$ cat config.mk
export PLATFORM = sky130hd
export DESIGN_NAME = gaussian_moment_mac
export DESIGN_NICKNAME = d
export VERILOG_FILES = /design/src/rtl/core/gmm_pkg.sv /design/src/rtl/core/gmm_term_acc.sv /design/src/rtl/core/gaussian_moment_mac.sv
export SDC_FILE = /design/constraint.sdc
export NUM_CORES = 2
export LEC_CHECK = 0
export BUFFER_PORTS_ARGS = -buffer_cell sky130_fd_sc_hd__buf_4
export CAP_MARGIN = 25
export CORE_UTILIZATION = 40
export CTS_CLUSTER_SIZE = 30
export DETAILED_ROUTE_END_ITERATION = 10
export GPL_TIMING_DRIVEN = 0
export PLACE_DENSITY = 0.55
export SYNTH_ARGS = -nofsm -noshare
export SYNTH_HDL_FRONTEND = slang
export SYNTH_SLANG_ARGS = --single-unit
$ cat constraint.sdc
create_clock -name clock -period 8 [get_ports clock]
set_input_delay 0.4 -clock clock [delete_from_list [all_inputs] [get_ports clock]]
set_output_delay 0.4 -clock clock [all_outputs]
set_load 0.03 [all_outputs]
$ cat src/rtl/core/gmm_pkg.sv
// Shared types and constants for the Gaussian moment multiply-accumulate.
`default_nettype none
package gmm_pkg;

   localparam int IN_FRAC    = 12;
   localparam int ACC_W      = 48;
   localparam int VAR_W      = 47;
   localparam int VAR_ADD_W  = 49;
   localparam int TERM_W     = 61;
   localparam int CHUNK_W    = 2;
   localparam int CSR_ADDR_W = 3;
   localparam int CSR_DATA_W = 32;

   localparam logic CSR_IDX_BIAS_ENABLE = 1'b0;

   typedef enum logic [9:0] {
      ST_IDLE  = 10'b00_0000_0001,
      ST_MEAN  = 10'b00_0000_0010,
      ST_WSQ   = 10'b00_0000_0100,
      ST_ASQ   = 10'b00_0000_1000,
      ST_COEF  = 10'b00_0001_0000,
      ST_AVAR  = 10'b00_0010_0000,
      ST_DRAIN = 10'b00_0100_0000,
      ST_ROUND = 10'b00_1000_0000,
      ST_BIAS  = 10'b01_0000_0000,
      ST_EMIT  = 10'b10_0000_0000
   } state_type;

   typedef enum logic [2:0] {
      TAG_NONE,
      TAG_MEAN,
      TAG_WSQ,
      TAG_ASQ,
      TAG_TERM
   } tag_type;

   typedef struct packed {
      logic               clear;
      logic               add;
      logic [CHUNK_W-1:0] chunk;
   } term_ctl_type;

endpackage
`default_nettype wire

$ cat src/rtl/core/gmm_term_acc.sv
// Saturating accumulator for the variance term, fed one shifted partial product a cycle.
`default_nettype none
module gmm_term_acc #(
   parameter int DATA_WIDTH = 16
) (
   input  logic                          clock,
   input  gmm_pkg::term_ctl_type         ctl,
   input  logic [2*DATA_WIDTH-1:0]       prod,
   output logic [gmm_pkg::TERM_W-1:0]    term
);
   import gmm_pkg::*;

   localparam int CW  = ((2*DATA_WIDTH-2 > DATA_WIDTH+IN_FRAC) ?
                         (2*DATA_WIDTH-2) : (DATA_WIDTH+IN_FRAC)) + 1;
   localparam int NCH = (CW + DATA_WIDTH - 1) / DATA_WIDTH;
   localparam int XW0 = (NCH + 1) * DATA_WIDTH;
   localparam int XW  = (XW0 > TERM_W + 1) ? XW0 : (TERM_W + 1);

   localparam logic [TERM_W-1:0] CAP   = {1'b1, {(TERM_W-1){1'b0}}};
   localparam logic [XW-1:0]     CAP_X = XW'(CAP);

   logic [TERM_W-1:0] term_ff;
   logic [TERM_W-1:0] term_in;
   logic [XW-1:0]     shifted;
   logic [TERM_W-1:0] addend;
   logic [TERM_W:0]   sum;

   assign shifted = XW'(prod) << (DATA_WIDTH * int'(ctl.chunk));
   assign addend  = (shifted > CAP_X) ? CAP : shifted[TERM_W-1:0];
   assign sum     = {1'b0, term_ff} + {1'b0, addend};

   always_comb begin
      term_in = term_ff;
      if (ctl.clear) begin
         term_in = '0;
      end else if (ctl.add) begin
         term_in = (sum > {1'b0, CAP}) ? CAP : sum[TERM_W-1:0];
      end
   end

   always_ff @(posedge clock) begin
      term_ff <= term_in;
   end

   assign term = term_ff;

endmodule
`default_nettype wire

$ cat src/rtl/core/gaussian_moment_mac.sv
// Gaussian moment MAC: one shared multiplier sequenced over the mean and variance products.
// NCH = coefficient chunks (2 at DATA_WIDTH 16, 3 at DATA_WIDTH 7 to 12); each tap needs
// 5+NCH products on the single multiplier, and a new tap is taken only once the previous one
// is through ROUND (a last tap also through BIAS and EMIT).
// A result waits in the output register while the next taps are taken.
// Synchronous reset: idle, no result pending, sums zero, bias_enable 1.
`default_nettype none
module gaussian_moment_mac #(
   parameter int DATA_WIDTH = 16
) (
   input  logic                                 clock,
   input  logic                                 reset,
   input  logic                                 req_valid,
   output logic                                 req_ready,
   input  logic signed [DATA_WIDTH-1:0]         req_weight_mean,
   input  logic        [DATA_WIDTH-1:0]         req_weight_var,
   input  logic signed [DATA_WIDTH-1:0]         req_act_mean,
   input  logic        [DATA_WIDTH-1:0]         req_act_var,
   input  logic                                 req_tap_valid,
   input  logic signed [DATA_WIDTH-1:0]         req_bias_mean,
   input  logic        [DATA_WIDTH-1:0]         req_bias_var,
   input  logic                                 req_last_tap,
   output logic                                 rsp_valid,
   input  logic                                 rsp_ready,
   output logic signed [gmm_pkg::ACC_W-1:0]     rsp_out_mean,
   output logic        [gmm_pkg::VAR_W-1:0]     rsp_out_var,
   input  logic                                 csr_psel,
   input  logic                                 csr_penable,
   input  logic                                 csr_pwrite,
   input  logic        [gmm_pkg::CSR_ADDR_W-1:0] csr_paddr,
   input  logic        [gmm_pkg::CSR_DATA_W-1:0] csr_pwdata,
   output logic        [gmm_pkg::CSR_DATA_W-1:0] csr_prdata,
   output logic                                 csr_pready
);
   import gmm_pkg::*;

   localparam int DW   = DATA_WIDTH;
   localparam int CW   = ((2*DW-2 > DW+IN_FRAC) ? (2*DW-2) : (DW+IN_FRAC)) + 1;
   localparam int NCH  = (CW + DW - 1) / DW;
   localparam int CP   = NCH * DW;
   localparam int MOPW = ((2*DW+1 > DW+IN_FRAC+1) ? (2*DW+1) : (DW+IN_FRAC+1));
   localparam int MSW  = ((ACC_W > MOPW) ? ACC_W : MOPW) + 1;
   localparam int VSW  = VAR_ADD_W + 1;

   localparam logic [CHUNK_W-1:0] LAST_CHUNK  = CHUNK_W'(NCH - 1);
   localparam logic [CHUNK_W-1:0] LAST_SQUARE = CHUNK_W'(1);
   localparam logic signed [MSW-1:0] MEAN_MAX = MSW'({1'b0, {(ACC_W-1){1'b1}}});
   localparam logic signed [MSW-1:0] MEAN_MIN = ~MEAN_MAX;
   localparam logic [VSW-1:0]        VAR_MAX  = VSW'({VAR_W{1'b1}});
   localparam logic [TERM_W:0]       RND_HALF = (TERM_W+1)'(1) << (IN_FRAC - 1);

   state_type              state_ff, state_in;
   logic [CHUNK_W-1:0]     cnt_ff, cnt_in;
   tag_type                tag_ff, tag_in;
   logic [CHUNK_W-1:0]     chunk_ff, chunk_in;
   logic                   rsp_valid_ff, rsp_valid_in;
   logic                   bias_en_ff, bias_en_in;
   logic signed [ACC_W-1:0] mean_sum_ff, mean_sum_in;
   logic [VAR_W-1:0]       var_sum_ff, var_sum_in;

   logic [DW-1:0]          wm_mag_ff, am_mag_ff, wv_ff, av_ff, bv_ff;
   logic signed [DW-1:0]   bm_ff;
   logic                   neg_ff, tap_valid_ff, last_ff;
   logic [2*DW-1:0]        prod_ff, prod_in;
   logic signed [MOPW-1:0] mterm_ff;
   logic [CP-1:0]          coef_ff;
   logic [2*DW-1:0]        am2_ff;
   logic signed [ACC_W-1:0] out_mean_ff;
   logic [VAR_W-1:0]       out_var_ff;

   logic [DW-1:0]          wm_raw, am_raw, mul_a, mul_b;
   logic [MOPW-1:0]        prod_mag;
   logic                   accept, emit_fire, csr_wr;
   term_ctl_type           term_ctl;
   logic [TERM_W-1:0]      term;
   logic [TERM_W:0]        rnd_sum;
   logic [VAR_ADD_W-1:0]   rounded, var_opd;
   logic signed [MOPW-1:0] bias_sh, mean_opd;
   logic signed [MSW-1:0]  mean_wide;
   logic [VSW-1:0]         var_wide;
   logic                   do_add;

   assign accept    = req_valid && req_ready;
   assign req_ready = (state_ff == ST_IDLE);
   assign emit_fire = (state_ff == ST_EMIT) && (!rsp_valid_ff || rsp_ready);
   assign csr_wr    = csr_psel && csr_penable && csr_pwrite;

   assign wm_raw = req_weight_mean;
   assign am_raw = req_act_mean;

   always_comb begin
      mul_a          = '0;
      mul_b          = '0;
      tag_in         = TAG_NONE;
      chunk_in       = '0;
      state_in       = state_ff;
      cnt_in         = cnt_ff;
      case (state_ff)
         ST_IDLE: begin
            cnt_in = '0;
            if (accept) begin
               state_in = ST_MEAN;
            end
         end
         ST_MEAN: begin
            mul_a    = wm_mag_ff;
            mul_b    = am_mag_ff;
            tag_in   = TAG_MEAN;
            state_in = ST_WSQ;
         end
         ST_WSQ: begin
            mul_a    = wm_mag_ff;
            mul_b    = wm_mag_ff;
            tag_in   = TAG_WSQ;
            state_in = ST_ASQ;
         end
         ST_ASQ: begin
            mul_a    = am_mag_ff;
            mul_b    = am_mag_ff;
            tag_in   = TAG_ASQ;
            cnt_in   = '0;
            state_in = ST_COEF;
         end
         ST_COEF: begin
            mul_a    = coef_ff[DW*int'(cnt_ff) +: DW];
            mul_b    = av_ff;
            tag_in   = TAG_TERM;
            chunk_in = cnt_ff;
            if (cnt_ff == LAST_CHUNK) begin
               cnt_in   = '0;
               state_in = ST_AVAR;
            end else begin
               cnt_in = cnt_ff + 1'b1;
            end
         end
         ST_AVAR: begin
            mul_a    = am2_ff[DW*int'(cnt_ff[0]) +: DW];
            mul_b    = wv_ff;
            tag_in   = TAG_TERM;
            chunk_in = cnt_ff;
            if (cnt_ff == LAST_SQUARE) begin
               cnt_in   = '0;
               state_in = ST_DRAIN;
            end else begin
               cnt_in = cnt_ff + 1'b1;
            end
         end
         ST_DRAIN: begin
            state_in = ST_ROUND;
         end
         ST_ROUND: begin
            state_in = last_ff ? ST_BIAS : ST_IDLE;
         end
         ST_BIAS: begin
            state_in = ST_EMIT;
         end
         ST_EMIT: begin
            if (emit_fire) begin
               state_in = ST_IDLE;
            end
         end
         default: begin
            state_in = ST_IDLE;
         end
      endcase
   end

   assign prod_in = mul_a * mul_b;

   assign term_ctl.clear = accept;
   assign term_ctl.add   = (tag_ff == TAG_TERM);
   assign term_ctl.chunk = chunk_ff;

   gmm_term_acc #(
      .DATA_WIDTH (DATA_WIDTH)
   ) u_term_acc (
      .clock (clock),
      .ctl   (term_ctl),
      .prod  (prod_ff),
      .term  (term)
   );

   assign rnd_sum  = {1'b0, term} + RND_HALF;
   assign rounded  = rnd_sum[IN_FRAC +: VAR_ADD_W];
   assign prod_mag = MOPW'(prod_ff);
   assign bias_sh  = MOPW'(bm_ff) <<< IN_FRAC;

   assign mean_opd  = (state_ff == ST_BIAS) ? bias_sh : mterm_ff;
   assign var_opd   = (state_ff == ST_BIAS) ? (VAR_ADD_W'(bv_ff) << IN_FRAC) : rounded;
   assign mean_wide = MSW'(mean_sum_ff) + MSW'(mean_opd);
   assign var_wide  = VSW'(var_sum_ff) + VSW'(var_opd);
   assign do_add    = ((state_ff == ST_ROUND) && tap_valid_ff) ||
                      ((state_ff == ST_BIAS) && bias_en_ff);

   always_comb begin
      mean_sum_in = mean_sum_ff;
      var_sum_in  = var_sum_ff;
      if (emit_fire) begin
         mean_sum_in = '0;
         var_sum_in  = '0;
      end else if (do_add) begin
         if (mean_wide > MEAN_MAX) begin
            mean_sum_in = MEAN_MAX[ACC_W-1:0];
         end else if (mean_wide < MEAN_MIN) begin
            mean_sum_in = MEAN_MIN[ACC_W-1:0];
         end else begin
            mean_sum_in = mean_wide[ACC_W-1:0];
         end
         var_sum_in = (var_wide > VAR_MAX) ? VAR_MAX[VAR_W-1:0] : var_wide[VAR_W-1:0];
      end
   end

   always_comb begin
      rsp_valid_in = rsp_valid_ff;
      if (emit_fire) begin
         rsp_valid_in = 1'b1;
      end else if (rsp_ready) begin
         rsp_valid_in = 1'b0;
      end
   end

   always_comb begin
      bias_en_in = bias_en_ff;
      if (csr_wr && (csr_paddr[2] == CSR_IDX_BIAS_ENABLE)) begin
         bias_en_in = csr_pwdata[0];
      end
   end

   always_ff @(posedge clock) begin
      if (reset) begin
         state_ff     <= ST_IDLE;
         cnt_ff       <= '0;
         tag_ff       <= TAG_NONE;
         chunk_ff     <= '0;
         rsp_valid_ff <= 1'b0;
         bias_en_ff   <= 1'b1;
         mean_sum_ff  <= '0;
         var_sum_ff   <= '0;
      end else begin
         state_ff     <= state_in;
         cnt_ff       <= cnt_in;
         tag_ff       <= tag_in;
         chunk_ff     <= chunk_in;
         rsp_valid_ff <= rsp_valid_in;
         bias_en_ff   <= bias_en_in;
         mean_sum_ff  <= mean_sum_in;
         var_sum_ff   <= var_sum_in;
      end
   end

   always_ff @(posedge clock) begin
      if (accept) begin
         wm_mag_ff    <= wm_raw[DW-1] ? (~wm_raw + 1'b1) : wm_raw;
         am_mag_ff    <= am_raw[DW-1] ? (~am_raw + 1'b1) : am_raw;
         neg_ff       <= wm_raw[DW-1] ^ am_raw[DW-1];
         wv_ff        <= req_weight_var;
         av_ff        <= req_act_var;
         bm_ff        <= req_bias_mean;
         bv_ff        <= req_bias_var;
         tap_valid_ff <= req_tap_valid;
         last_ff      <= req_last_tap;
      end
      prod_ff <= prod_in;
      case (tag_ff)
         TAG_MEAN: begin
            mterm_ff <= neg_ff ? -signed'(prod_mag) : signed'(prod_mag);
         end
         TAG_WSQ: begin
            coef_ff <= CP'(prod_ff) + (CP'(wv_ff) << IN_FRAC);
         end
         TAG_ASQ: begin
            am2_ff <= prod_ff;
         end
         default: begin
            am2_ff <= am2_ff;
         end
      endcase
      if (emit_fire) begin
         out_mean_ff <= mean_sum_ff;
         out_var_ff  <= var_sum_ff;
      end
   end

   assign rsp_valid    = rsp_valid_ff;
   assign rsp_out_mean = out_mean_ff;
   assign rsp_out_var  = out_var_ff;
   assign csr_pready   = 1'b1;
   assign csr_prdata   = (csr_paddr[2] == CSR_IDX_BIAS_ENABLE) ?
                         CSR_DATA_W'(bias_en_ff) : '0;

endmodule
`default_nettype wire

Word-level counts from Yosys, hierarchy flattened
Cells that the tools add are included.
Storage, ports and cells
  input bits: 140
  memories kept: 0
  register bits: 498
  bits in latches: 0
  bits in writable memories: 0
  bits in read-only memories: 0
  word-level logic and storage cells: 112
  output and inout port bits: 130
Cells by class
  eq/ne operators: 19
  reductions and logical operators: 19
  multiply operators: 1
  shift operators: 3
  bitwise logic cells: 5
  divide/modulo/power cells: 0
  magnitude comparators: 5
  add/sub/neg operators: 9
  muxes and demuxes: 24
Operators with widths (number)
  $pmux 16 s4: 2
  $gt 62x61->1 const B: 2
  $mux 61: 2
  $pmux 10 s10: 1
  $mux 48: 2
  $add 61x61->62: 1
  $shl 32x6->62: 1
  $add 61x12->61 const B: 1
  $add 47x49->50: 1
  $gt 50x47->1 const B: 1
  $add 48x33->49: 1
  $gt 49x48->1 const B: 1
  $lt 49x48->1 const B: 1
  $mux 49: 1
  $mux 47: 1
  $mux 10: 4
  $mux 33: 1
  $neg 32->33: 1
  $add 16x1->16 const B: 2
  $add 32x28->32: 1
  $mul 16x16->32: 1
  $mux 32: 1
  $not 16->16: 2
  $shiftx 32x6->16: 1
  other kinds (32): 52

Depth between registers and ports, before layout
  depth in word-level cells: 6
  mapped depth: 36
  depth with buffers taken out: 33

Cells and area by module
Synthesis repeated with hierarchy kept, for this count alone.
Second synthesis, totals
  cells, all modules: 4041
  area total of the unflattened synthesis: 37875.1 um2
By module, submodules not included
  gaussian_moment_mac: seq. area each 11661.2 um2, instances 1, cells an instance 3227, area an instance 31555.3 um2
  gmm_term_acc: seq. area each 1221.2 um2, instances 1, cells an instance 814, area an instance 6319.8 um2

Least setup slack after synthesis
OpenSTA, ideal clock, no wires.
  kind: register to register
  start point: register state_ff[8]
  end point: register prod_ff[31]
  path slack: -0.522 ns
  arrival time: 8.450 ns
  buffers on the path: 3
  cell stages (with the launch flop): 34
  library setup time: 0.072 ns
  required time: 7.928 ns
  period minus slack after synthesis: 8.522 ns
  cell sequence: dfxtp_1 -> clkbuf_1 -> nor2_1 -> nand2_1 -> or4_1 -> nor4b_2 -> clkbuf_1 -> nand2_1 -> o21ai_0 -> a211o_1 -> clkbuf_1 -> nand2_1 -> fa_1 -> fa_1 -> inv_1 -> fa_1 -> inv_1 -> fa_1 -> fa_1 -> fa_1 -> inv_1 -> ha_1 -> a21o_1 -> a21oi_1 -> o21ai_0 -> a311oi_1 -> o22ai_1 -> o41ai_1 -> o2111ai_1 -> nand2_1 -> nor3_1 -> o31a_1 -> nor2_1 -> xnor2_1
Between the ends
  longest elaborated chain between the ends: 4
  elaborated cells on any way between the ends: 10
  classes of those cells: 1 x mul; 5 x eq/ne; 2 x mux; 2 x reduce/logical
Ends and longest elaborated chain
  start, declared: RTL line gaussian_moment_mac.sv:52  | state_type state_ff, state_in;
  start signal, assigned: RTL line gaussian_moment_mac.sv:240  | state_ff <= state_in;
  $eq 10x3->1, or another cell as far along: RTL line gaussian_moment_mac.sv:98  | case (state_ff)
  $reduce_or 2->1 (no line)
  $pmux 16 s4: RTL line gaussian_moment_mac.sv:98
  $mul 16x16->32 (*): RTL line gaussian_moment_mac.sv:168  | assign prod_in = mul_a * mul_b;
  net prod_in[31]: RTL line gaussian_moment_mac.sv:64  | logic [2*DW-1:0] prod_ff, prod_in;
  end signal, assigned: RTL line gaussian_moment_mac.sv:263  | prod_ff <= prod_in;
  end, declared: RTL line gaussian_moment_mac.sv:64
The timed path passes the listed nets; every way through them passes the cells marked *.
A chain may end at the register's enable or synchronous reset.

Worst setup path after layout
  start point: register state_ff[6]
  end point: register prod_ff[31]
The elaborated chain is that of the path after synthesis.

==> summary.txt <==
Layout
  • FILL cells: 8812
  • Post-layout util: 49.3%
  • Non-Filler Instances: just under 6000
  • Nets: 5096
  • Design area: around 46000 um2
  • Antenna cells: 0
  • Layout cells sized above 1: 15.4%
  • Synthesis-to-layout area growth: 22.3%

Clock tree
  • CTS tree: done
  • Clk_lat worst skew: ~0.68 ns
  • CTS clk-pin slew, worst paths: about 0.060 ns
  • Cts bufs inserted: 60
  • Root buf cell: clkbuf_16
  • H-tree depth: 2
  • CTS sink count: 498
  • Clk buf depth: 3

Floorplanning
  • Die footprint: approximately 95000 um2
  • Initial core utilization: 40.3%
  • Die width: 309 um
  • # rows: 112
  • Core area: 93300 um2
  • # IOs: between 200 and 300
  • Height of the die: approximately 300 um

STA
  • Hold slack: 0.0326 ns
  • Setup violators final: 0
  • Post-Route Skew: between 0.03 and 0.04 ns
  • Fin crit share: 98.9%
  • Fmax: between 0.1 and 0.15 GHz
  • Final hold vios: 0
  • Worst Tran Pin Value: 1.11 ns
  • Crit path setup slack, layout: 0.0841 ns
  • Crit path time final: roughly 7.9 ns
  • Setup tns final: 0 ns
  • Unrepaired setup endpoints after global routing: yes
  • Max-slew violations: 0
  • Worst relative slew slack: 26.1%

Synth
  • Post-synth ARST share: 0%
  • Synthesis Warnings: 0
  • Post-synth top area cell: edfxtp_1
  • Area contributors post-synth: edfxtp_1, dfxtp_1, fa_1
  • Register area share after synthesis: 34.2%
  • Mean Syn Cell Area: 9.45 um2
  • Netlist cell types: 94
  • Synth Register Bits: between 400 and 500
  • Mapped cell area: 37700 um2
  • Main synth FF type: edfxtp_1
  • Cells after Synth: 3985
  • Post-synth EDFFs: just under 300
  • Post-synth top area share: 23.2%

Power
  • Pwr dens: 138 nW/um2
  • Max rail drop VDD: 154 uV
  • Tot Pwr: ~6.4 mW
  • Sequential share of power: 44.2%
  • Pint: 4.91 mW
  • Power share of the combinational group: ~6.0%
  • Clock Power Share: 49.8%
  • Switching share of power: 23.0%
  • Switching power: roughly 1.5 mW
  • P_leak: 19.9 nW

Global route
  • Grt ovf: 0
  • Total track usage: around a quarter
  • Initial antenna violation count: 0
  • First-pass GRT wire length: approximately 180 mm
  • Vias in the first global route: ~31000
  • Largest net degree at the start of global routing: 62

Setup path
  • Crit-path max cell delay: roughly 0.54 ns
  • RR Startpoint: state_ff[6]
  • Critical path arrival: approximately 8.5 ns
  • WP data required: around 8.6 ns
  • Slowest CP cell: fa_1
  • CP Class: reg2reg
  • Worst Setup End Kind: flip-flop
  • Critical Path Source: state_ff[6]
  • Crit start category: flip-flop
  • Worst Path Max Fanout: 5

Routing
  • 1st-pass router iterations: 5
  • Iter 0 DRT Violations: about 2100
  • DRC: 0
  • Total number of vias: 31125
  • Avg Vias per Cell: 5.38
  • Mean routed wirelength per cell: 20.6 um
  • Antenna Nets Post-Route: 0
  • Drt total wl: roughly 120 mm

Placement
  • # placed instances: 5496
  • Post-Place Setup Slack: -2.33 ns
  • Placement Cell Area: 41200 um2
  • Routability Congestion: 0.935
  • Port Buffers: 203
  • Post-DP HPWL: 91.7 mm

Worst hold path
  • Hold WC Path Type: in2reg
  • Hold Crit Start: req_weight_mean[10]

Run status
  • Status: complete, no violations

Job
  • Max Cap Viol: 0
## cell families after synthesis
kind of cell | count (synthesis) | share of synthesized area (%)
AOI/OAI and AO/OA | 942 | 16.8
xor gates and xnor gates | 283 | 6.60
adders and majority gates | 523 | 21.0
buffers and inverters | 507 | 5.50
DFF | 498 | 34.2
muxes | 49 | 1.31
other | 2 | 0.0199
and+or+nand+nor | 1181 | 14.5
## sequential cells by signal (all words and copies together), names as in the netlist, 10 cells and up
name and cells:
state_ff 10, av_ff 16, rsp_out_mean 48, bv_ff 16
coef_ff 32, rsp_out_var 47, mean_sum_ff 48, u_term_acc.term 61
am2_ff 32, mterm_ff 33, am_mag_ff 16, var_sum_ff 47
wm_mag_ff 16, wv_ff 16, prod_ff 32, bm_ff 16
## path summary, 6_finish.rpt
kind	to	slack, ns	cells past startpoint
max	prod_ff[31]	0.08	35
min reg2reg	rsp_out_var[42]	0.47	0
min	wm_mag_ff[10]	0.03	2
max reg2reg	prod_ff[31]	0.08	35
## per-layer routing
layer / GRT usage (%) / up-vias / routed length, um
li1: - / 15083 / -
met1: 31.7 / 14919 / 51000
met2: 42.2 / 861 / 56200
met3: 2.95 / 262 / 5530
met4: 11.7 / 0 / 6210
met5: 0 / - / 0
## repair_timing
| action | in CTS | in global routing |
|---|---|---|
| setup buffers | 85 | 23 |
| setup endpoints to repair | 20 | 88 |
| hold buffers | 75 | 0 |
| gates resized for setup | 214 | 47 |
| gates cloned | 1 | 0 |
| hold endpoints to repair | 76 | 0 |
| pin swaps | 77 | 34 |
## cell type report
cell class | instances | area [um2] | area share (%)
Multi-Input combinational cell | 3010 | 23600 | 51.2
Sequential cell | 498 | 12900 | 28.0
Timing Repair Buffer | 411 | 3390 | 7.37
Tap cell | 1254 | 1570 | 3.41
Clock buffer | 68 | 1550 | 3.37
Inverter | 303 | 1140 | 2.47
Buffer | 194 | 1140 | 2.47
Clock inverter | 45 | 753 | 1.64
## critical path, delay by kind of cell, from the launching register on
kind            cells  cell delay [ns]
fa+ha+maj           7             3.07
simple gates       10             1.60
compound gates      8             1.55
buf+inv             9             1.12
flops               1             0.36
xor+xnor            1             0.11
## cells in the final DEF, fill, tap and decap left out, drive strengths merged, types with 65 or more instances in the layout
master,n
a211oi,65
a21o,82
a21oi,271
buf,405
clkbuf,193
dfxtp,207
dlygate4sd3,75
edfxtp,291
fa,198
ha,280
inv,310
nand2,371
nor2,402
o21ai,189
xnor2,174
xor2,109
## power groups by stage
| stage | Sequential [mW] | Combinational, mW | Clock, mW |
|---|---|---|---|
| final | 2.82 | 0.382 | 3.18 |
| after global routing | 2.82 | 0.410 | 3.34 |
| after CTS | 2.82 | 0.374 | 3.25 |
| after detailed placement | 2.87 | 0.319 | 0 |
| after global placement | 2.88 | 0.307 | 0 |
| after floorplan | 2.84 | 0.190 | 0 |
## cell usage after synthesis (12+ instances only)
library cell and number:
a211oi_1 64, o21a_1 23, o21ai_1 20, dfxtp_1 207
or3_1 27, nand4_1 39, nor2b_1 33, ha_1 280
and3_1 23, xnor2_1 173, o21ai_0 169, nand3_1 61
nor2_1 401, buf_4 35, and4_1 15, nor3_1 41
fa_1 198, a22o_1 20, xor2_1 109, nand2_1 371
a22oi_1 19, inv_1 303, clkbuf_1 143, edfxtp_1 291
o21bai_1 20, a31oi_1 20, buf_2 17, a211o_1 18
and2_1 55, a221oi_1 18, mux2i_1 46, a21o_1 82
nor4_1 15, a221o_1 15, or2_2 12, nand2b_1 40
a32o_1 50, maj3_1 45, o31ai_1 27, a21oi_1 270
No activity file was read; power rests on OpenSTA's default activity.
